[src/hw/rtl/gf2bi_pkg.sv]
// gf2bi_pkg: shared constants and controller/datapath interface types
// for the GF(2) incremental basis insert block. No dependencies.
package gf2bi_pkg;

  localparam int VEC_W     = 32;               // vector width in bits
  localparam int ROW_SLOTS = 32;               // basis row storage depth
  localparam int IDX_W     = $clog2(ROW_SLOTS); // row address / pivot width
  localparam int RANK_W    = IDX_W + 1;        // holds 0..ROW_SLOTS
  localparam int DIMCFG_W  = 6;                // dim_in_use register width
  localparam int ROW_W     = VEC_W + IDX_W;    // stored word: {pivot, row}

  localparam logic [DIMCFG_W-1:0] DIM_RESET = DIMCFG_W'(32);

  // controller -> datapath
  typedef struct packed {
    logic load;    // take new vector, start first row read
    logic step;    // fold in the row whose read data is present
    logic finish;  // mask, pivot search, write-back, result capture
  } cmd_t;

  // datapath -> controller
  typedef struct packed {
    logic rank_zero;  // no stored rows
    logic last_row;   // current row is the last stored one
  } status_t;

endpackage

[src/hw/rtl/gf2bi_ram.sv]
// gf2bi_ram: generic single-write, single-read RAM with registered read.
// No dependencies.
module gf2bi_ram #(
  parameter int WIDTH = 8,
  parameter int DEPTH = 16
) (
  input  logic                     clk,
  input  logic                     we,
  input  logic [$clog2(DEPTH)-1:0] waddr,
  input  logic [WIDTH-1:0]         wdata,
  input  logic [$clog2(DEPTH)-1:0] raddr,
  output logic [WIDTH-1:0]         rdata
);

  logic [WIDTH-1:0] mem [DEPTH];

  always_ff @(posedge clk) begin
    if (we) begin
      mem[waddr] <= wdata;
    end
    rdata <= mem[raddr];
  end

endmodule

[src/hw/rtl/gf2bi_ctrl.sv]
// gf2bi_ctrl: sequencing state machine for one insert operation.
// Depends on gf2bi_pkg.
module gf2bi_ctrl import gf2bi_pkg::*; (
  input  logic    clk,
  input  logic    rst,
  input  logic    start,
  input  status_t status,
  output cmd_t    cmd,
  output logic    busy
);

  localparam logic [1:0] ST_IDLE   = 2'd0;
  localparam logic [1:0] ST_ELIM   = 2'd1;
  localparam logic [1:0] ST_FINISH = 2'd2;

  logic [1:0] state, state_next;

  always_ff @(posedge clk) begin
    if (rst) begin
      state <= ST_IDLE;
    end else begin
      state <= state_next;
    end
  end

  always_comb begin
    state_next = state;
    cmd        = '0;
    case (state)
      ST_IDLE: begin
        if (start) begin
          cmd.load   = 1'b1;
          state_next = status.rank_zero ? ST_FINISH : ST_ELIM;
        end
      end
      ST_ELIM: begin
        cmd.step = 1'b1;
        if (status.last_row) begin
          state_next = ST_FINISH;
        end
      end
      ST_FINISH: begin
        cmd.finish = 1'b1;
        state_next = ST_IDLE;
      end
      default: begin
        state_next = ST_IDLE;
      end
    endcase
  end

  assign busy = (state != ST_IDLE);

endmodule

[src/hw/rtl/gf2bi_dp.sv]
// gf2bi_dp: vector register, row RAM, rank counter, pivot search and
// result registers. Depends on gf2bi_pkg and gf2bi_ram.
module gf2bi_dp import gf2bi_pkg::*; #(
  parameter int DIM = 32
) (
  input  logic                clk,
  input  logic                rst,
  input  cmd_t                cmd,
  output status_t             status,
  input  logic [VEC_W-1:0]    image_bits,
  input  logic                cfg_we,
  input  logic [DIMCFG_W-1:0] cfg_wdata,
  output logic                done,
  output logic                independent,
  output logic [IDX_W-1:0]    pivot_column,
  output logic [RANK_W-1:0]   new_rank,
  output logic [VEC_W-1:0]    reduced_bits
);

  // active dimension saturates at the smaller of DIM and the vector width
  localparam int ACT_LIM = (DIM < VEC_W) ? DIM : VEC_W;
  localparam logic [DIMCFG_W-1:0] LIM_CODE = DIMCFG_W'(ACT_LIM);
  localparam logic [RANK_W-1:0]   FULL     = RANK_W'(ROW_SLOTS);

  logic [DIMCFG_W-1:0] dim_reg;
  logic [DIMCFG_W-1:0] dim_eff;
  logic [VEC_W-1:0]    mask;
  logic [VEC_W-1:0]    vec;
  logic [IDX_W-1:0]    rd_cnt;
  logic [RANK_W-1:0]   rank;
  logic [RANK_W-1:0]   rank_next;

  logic [IDX_W-1:0]    raddr;
  logic [ROW_W-1:0]    rdata;
  logic [VEC_W-1:0]    row_bits;
  logic [IDX_W-1:0]    row_piv;

  logic [VEC_W-1:0]    vec_m;
  logic [IDX_W-1:0]    piv;
  logic                indep;
  logic                wr_en;

  always_ff @(posedge clk) begin
    if (rst) begin
      dim_reg <= DIM_RESET;
    end else if (cfg_we) begin
      dim_reg <= cfg_wdata;
    end
  end

  always_comb begin
    dim_eff = (dim_reg > LIM_CODE) ? LIM_CODE : dim_reg;
    if (dim_eff >= DIMCFG_W'(VEC_W)) begin
      mask = '1;
    end else begin
      mask = ~({VEC_W{1'b1}} << dim_eff);
    end
  end

  // read of row rd_cnt lands the cycle after its address is issued
  assign raddr    = cmd.load ? '0 : rd_cnt + IDX_W'(1);
  assign row_bits = rdata[VEC_W-1:0];
  assign row_piv  = rdata[ROW_W-1:VEC_W];

  gf2bi_ram #(
    .WIDTH(ROW_W),
    .DEPTH(ROW_SLOTS)
  ) u_rows (
    .clk  (clk),
    .we   (wr_en),
    .waddr(rank[IDX_W-1:0]),
    .wdata({piv, vec_m}),
    .raddr(raddr),
    .rdata(rdata)
  );

  always_ff @(posedge clk) begin
    if (cmd.load) begin
      vec    <= image_bits & mask;
      rd_cnt <= '0;
    end else if (cmd.step) begin
      rd_cnt <= rd_cnt + IDX_W'(1);
      if (vec[row_piv]) begin
        vec <= vec ^ row_bits;
      end
    end
  end

  assign status.rank_zero = (rank == '0);
  assign status.last_row  = ((RANK_W'(rd_cnt) + RANK_W'(1)) == rank);

  // lowest set bit of the masked vector
  always_comb begin
    vec_m = vec & mask;
    piv   = '0;
    for (int i = VEC_W - 1; i >= 0; i--) begin
      if (vec_m[i]) begin
        piv = IDX_W'(i);
      end
    end
    indep     = (vec_m != '0) && (rank != FULL);
    wr_en     = cmd.finish && indep;
    rank_next = indep ? rank + RANK_W'(1) : rank;
  end

  always_ff @(posedge clk) begin
    if (rst) begin
      rank <= '0;
      done <= 1'b0;
    end else begin
      done <= cmd.finish;
      if (wr_en) begin
        rank <= rank_next;
      end
    end
  end

  always_ff @(posedge clk) begin
    if (cmd.finish) begin
      independent  <= indep;
      pivot_column <= indep ? piv : '0;
      new_rank     <= rank_next;
      reduced_bits <= vec_m;
    end
  end

endmodule

[src/hw/rtl/gf2_incremental_basis_insert.sv]
// gf2_incremental_basis_insert: incremental GF(2) row-echelon basis builder.
// Steps: a load step, one step per stored row read from the row RAM, then a
//   finish step; the done strobe is registered from the finish step.
// A new start is taken only while busy is low; the single read port of the
//   row RAM is visited one row per cycle.
// Reset (rst, sync, active high) clears rank and sets dim_in_use to 32;
//   row RAM is not cleared. done cannot be stalled by the receiver.
module gf2_incremental_basis_insert import gf2bi_pkg::*; #(
  parameter int DIM = 32
) (
  input  logic                clk,
  input  logic                rst,
  // command side: transfer when start && !busy
  input  logic                start,
  output logic                busy,
  input  logic [VEC_W-1:0]    image_bits,
  // dim_in_use register write
  input  logic                cfg_we,
  input  logic [DIMCFG_W-1:0] cfg_wdata,
  // result side: valid for the single cycle done is high
  output logic                done,
  output logic                independent,
  output logic [IDX_W-1:0]    pivot_column,
  output logic [RANK_W-1:0]   new_rank,
  output logic [VEC_W-1:0]    reduced_bits
);

  cmd_t    cmd;     // load / step / finish from the sequencer
  status_t status;  // rank empty, last row reached

  // Sequencer: idle -> eliminate (one row per cycle) -> finish -> idle.
  // Rank zero skips straight to finish.
  gf2bi_ctrl u_ctrl (
    .clk   (clk),
    .rst   (rst),
    .start (start),
    .status(status),
    .cmd   (cmd),
    .busy  (busy)
  );

  // Datapath: the vector is masked on load, XORed with each stored row whose
  // pivot bit is set, masked again; if nonzero with rank below ROW_SLOTS, the
  // lowest set bit becomes the pivot of a new row written at address rank.
  gf2bi_dp #(
    .DIM(DIM)
  ) u_dp (
    .clk         (clk),
    .rst         (rst),
    .cmd         (cmd),
    .status      (status),
    .image_bits  (image_bits),
    .cfg_we      (cfg_we),
    .cfg_wdata   (cfg_wdata),
    .done        (done),
    .independent (independent),
    .pivot_column(pivot_column),
    .new_rank    (new_rank),
    .reduced_bits(reduced_bits)
  );

endmodule
[config.mk]
export PLATFORM = sky130hd
export DESIGN_NAME = gf2_incremental_basis_insert
export DESIGN_NICKNAME = d
export VERILOG_FILES = /design/src/hw/rtl/gf2bi_pkg.sv /design/src/hw/rtl/gf2bi_ram.sv /design/src/hw/rtl/gf2bi_ctrl.sv /design/src/hw/rtl/gf2bi_dp.sv /design/src/hw/rtl/gf2_incremental_basis_insert.sv
export SDC_FILE = /design/constraint.sdc
export NUM_CORES = 2
export LEC_CHECK = 0
export BUFFER_PORTS_ARGS = -buffer_cell sky130_fd_sc_hd__buf_2
export CAP_MARGIN = 30
export CORE_ASPECT_RATIO = 0.6
export CORE_MARGIN = 2
export CORE_UTILIZATION = 35
export CTS_BUF_LIST = sky130_fd_sc_hd__clkbuf_4 sky130_fd_sc_hd__clkbuf_8 sky130_fd_sc_hd__clkbuf_16
export DETAILED_ROUTE_END_ITERATION = 7
export GPL_ROUTABILITY_DRIVEN = 1
export PLACE_DENSITY = 0.53
export SYNTH_ARGS = -nofsm -noshare
export SYNTH_HDL_FRONTEND = slang
export SYNTH_SLANG_ARGS = --single-unit
[constraint.sdc]
create_clock -name clk -period 7.2 [get_ports clk]
set_input_delay 0.36 -clock clk [delete_from_list [all_inputs] [get_ports clk]]
set_output_delay 0.36 -clock clk [all_outputs]
set_load 0.02 [all_outputs]
==> key figures <==
Global routing
  – Met1 GRT Util: between 30 and 40%
  – Busiest grt layer: met1
  – Initial antenna violation count: 21
  – Met2 usage: approximately 26%
  – Gr usage total: roughly a fifth
  – Largest net degree at the start of global routing: roughly 130
  – Vias in the first global route: about 30k
  – GRT met3 Usage: around 9.0%
  – Overflow after GRT: 0
  – First-pass GRT wire length: about 230 mm

Synthesis
  – Mapped Cells: around 3.4k
  – Simple-gate area share of the yosys netlist: 7.683%
  – YS warnings: 0
  – Async SR Flop Fraction: 0%
  – Avg Cell Area, Syn: approximately 16 sq um
  – Post-synthesis mux area share: 6.524%
  – Synth unique cells: 78
  – Ys flop type: edfxtp_1
  – Post-Syn Area: approximately 53,000 sq um
  – Synth Area in XOR/XNOR: less than 1%
  – Register bit total from synthesis: between 1k and 1.5k
  – Synth Area in Compound Gates: 8.552%
  – Largest family of logic cells by synthesized area: compound AO/OA/AOI/OAI gates
  – Seq/Total Area, Yosys: around 74%
  – Post-synth net total: approximately 3.4k
  – Number of flops mapped to enable cells by yosys: between 1k and 1.5k
  – Adder-cell share of the synthesized area: 0.1191%

Place
  – RePlAce Congestion: 0.9169
  – Buffers added on ports: 87
  – Pre-CTS WS: between 1.5 and 2 ns
  – Post-DP HPWL: approximately 110 mm
  – Placed cell areas: roughly 56,000 sq um
  – DP Cell Count: roughly 5.3k

Die
  – Starting density of the core: around a third
  – Core area: ~150,000 sq um
  – Rows: 110
  – Die area: approximately 150,000 sq um
  – IO Count: 88
  – Die X-Extent: 504.0 microns
  – Chip Height: 304.0 microns

Clock tree
  – CTS tree: done
  – Clock Latency Late Sink: approximately 0.74 ns
  – H-tree depth: 3
  – TritonCTS Buffers: roughly 110
  – Max clock buf depth: 3
  – Post-CTS Repair Setup Buffers: 0
  – Clock sink total: 1,317
  – Clock transition at path regs: about 0.07 ns
  – Root buffer cell: clkbuf_16

Final layout
  – Design area: between 60,000 and 70,000 sq um
  – Non-Filler Instances: around 5.6k
  – Largest regs: u_dp.u_rows.mem: 1184 flops, u_dp.u_rows.rdata: 37 flops
  – Final core utilization: 40.39%
  – Syn-to-layout area delta: 14.99%
  – Most common cell after layout, fill and taps aside: edfxtp_1
  – Max FFs per register: between 1k and 1.5k
  – Ratio of cells with drive above 1 in the final layout: ~16%
  – Top reg by flops: u_dp.u_rows.mem
  – Most frequent cells in the layout: 1,260 x edfxtp_1, 499 x nand2_1, 175 x nand3_1
  – Final #Nets: between 3k and 4k

Power and ir drop
  – Pwr/cell area: 311.9 nW/um^2
  – Pleak: between 15 and 20 nW
  – Worst vdd ir: about 230 uV

STA
  – RSZ-0062 raised after global routing: false
  – Count of pins over their slew limit: 0
  – Post-route clock period utilization: between 70% and 80%
  – Setup total negative slack: 0 ns
  – Final hold violation count: 0
  – Fin worst setup slack: around 1.7 ns
  – Slew HR: between 20% and 30%
  – Min Tclk post-route: around 5.5 ns
  – Final Skew: approximately 0.024 ns
  – Actual slew at the worst max-slew pin: around 1.1 ns
  – Final setup violation count: 0
  – F_max: 0.1814 GHz

Route
  – Drt drc: 0
  – First drt pass iteration count: 6
  – Final ANT Viol Nets: 0
  – Vias: ~31k
  – Routed len/inst: between 20 and 30 microns
  – DR vias/cell: approximately 5.6
  – Starting DRT DRC Count: 4,569
  – Drt total wl: roughly 160 mm

Run status
  – Status: finished, final reports clean

Setup path
  – CP arrival: about 5.9 ns
  – CP Launch Type: flop
  – Req. time, crit path: roughly 7.6 ns
  – Max FO, Critical Path: 35
  – R2r setup slk: between 1.5 and 2 ns
  – CP Class: reg2reg
  – Critical Path End Type: flop

Flow run
  – MaxCap Viol Count: 0

Min path
  – Hold crit path type: in2reg
## final timing paths
| path | end | from | depth (start not counted) |
|---|---|---|---|
| worst max-delay path | u_dp.u_rows.mem[26][11] | u_dp.dim_reg[4] | 9 |
| worst max register to register | u_dp.u_rows.mem[26][11] | u_dp.dim_reg[4] | 9 |
| worst min-delay path | u_dp.vec[10] | image_bits[10] | 3 |
| worst min register to register | u_dp.rd_cnt[1] | u_dp.rd_cnt[1] | 2 |
## synth_stat cells (4+ instances only)
library cell / instances / share of area, %
o31ai_1: 4 / 0.057
ha_1: 5 / 0.12
xor2_1: 8 / 0.13
edfxtp_1: 1260 / 72
o21a_1: 6 / 0.086
a22o_1: 36 / 0.60
a311oi_1: 149 / 2.5
a21oi_1: 66 / 0.63
dfxtp_1: 57 / 2.2
buf_4: 9 / 0.13
clkbuf_1: 167 / 1.2
o211ai_1: 9 / 0.13
a211oi_1: 78 / 1.1
and2_1: 86 / 1.0
xnor2_1: 41 / 0.68
nand2b_1: 4 / 0.048
a21o_1: 6 / 0.086
o22ai_1: 9 / 0.11
or2_2: 7 / 0.083
or3_1: 5 / 0.060
buf_1: 14 / 0.10
nor3_1: 10 / 0.095
nor2b_1: 12 / 0.14
inv_1: 19 / 0.14
and2_0: 4 / 0.048
nand3_1: 175 / 1.7
o32ai_1: 37 / 0.62
and3_1: 7 / 0.083
o221ai_1: 72 / 1.2
o21ai_0: 79 / 0.75
nand2_1: 501 / 3.6
mux2i_1: 151 / 2.9
nand4_1: 5 / 0.060
mux4_2: 84 / 3.6
buf_2: 45 / 0.43
nor2_1: 61 / 0.44
## layout make-up
type / instances / area, sq um
clock inverters: 72 / 650.6
flip-flops and latches: 1317 / 38980
well taps: 2016 / 2522
repair buffers: 260 / 2081
clock buffers: 144 / 3146
fillers: 13608 / 89090
inverters: 21 / 81.33
diodes: 16 / 40.04
multi-input cells: 1779 / 12870
## stage by stage
step / power (mW) / hold slack (ns)
floorplan: 11.01 / 0.4536
global placement: 12.52 / 0.4748
detailed placement: 12.55 / 0.4758
CTS: 18.83 / 0.001277
global route: 19.40 / 0.01667
finish: 18.83 / 0.06473
## critical path, stage by stage (launching register included)
cell      delay (ns)
dfxtp_1         0.98
or2_1           0.40
o311ai_2        0.21
inv_2           0.55
nor4_1          0.20
and3_2          0.32
a21oi_4         0.47
nand2_1         0.71
nor2_4          0.91
buf_4           0.41
## layer usage
layer / up-vias / part of all wire [%] / routed length, microns
met5: - / 0.33 / 548
met4: 10 / 1.3 / 2083
met3: 164 / 14 / 22340
met2: 1539 / 37 / 60910
met1: 16228 / 48 / 78420
li1: 13498 / - / -
## kinds of logic after synthesis
kind of cell | count (synthesis)
adder cells (fa/ha/maj) | 5
AO/OA/AOI/OAI | 589
buffers and inverters | 259
XOR/XNOR | 49
multiplexers | 237
flip-flops | 1317
AND/OR/NAND/NOR | 899
## where the power goes
part	switching, mW	leakage, nW	internal [mW]	total [mW]
registers	0.303	11.9	9.14	9.44
clock network	2.87	1.88	3.46	6.33
logic	2.19	5.27	0.870	3.06
## what timing repair did
item / 4_1_cts / 5_1_grt
gates resized for setup: 0 / 0
hold endpoints to repair: 31 / 0
hold buffers: 37 / 0
Note: power is estimated with default switching activity, not from simulation.
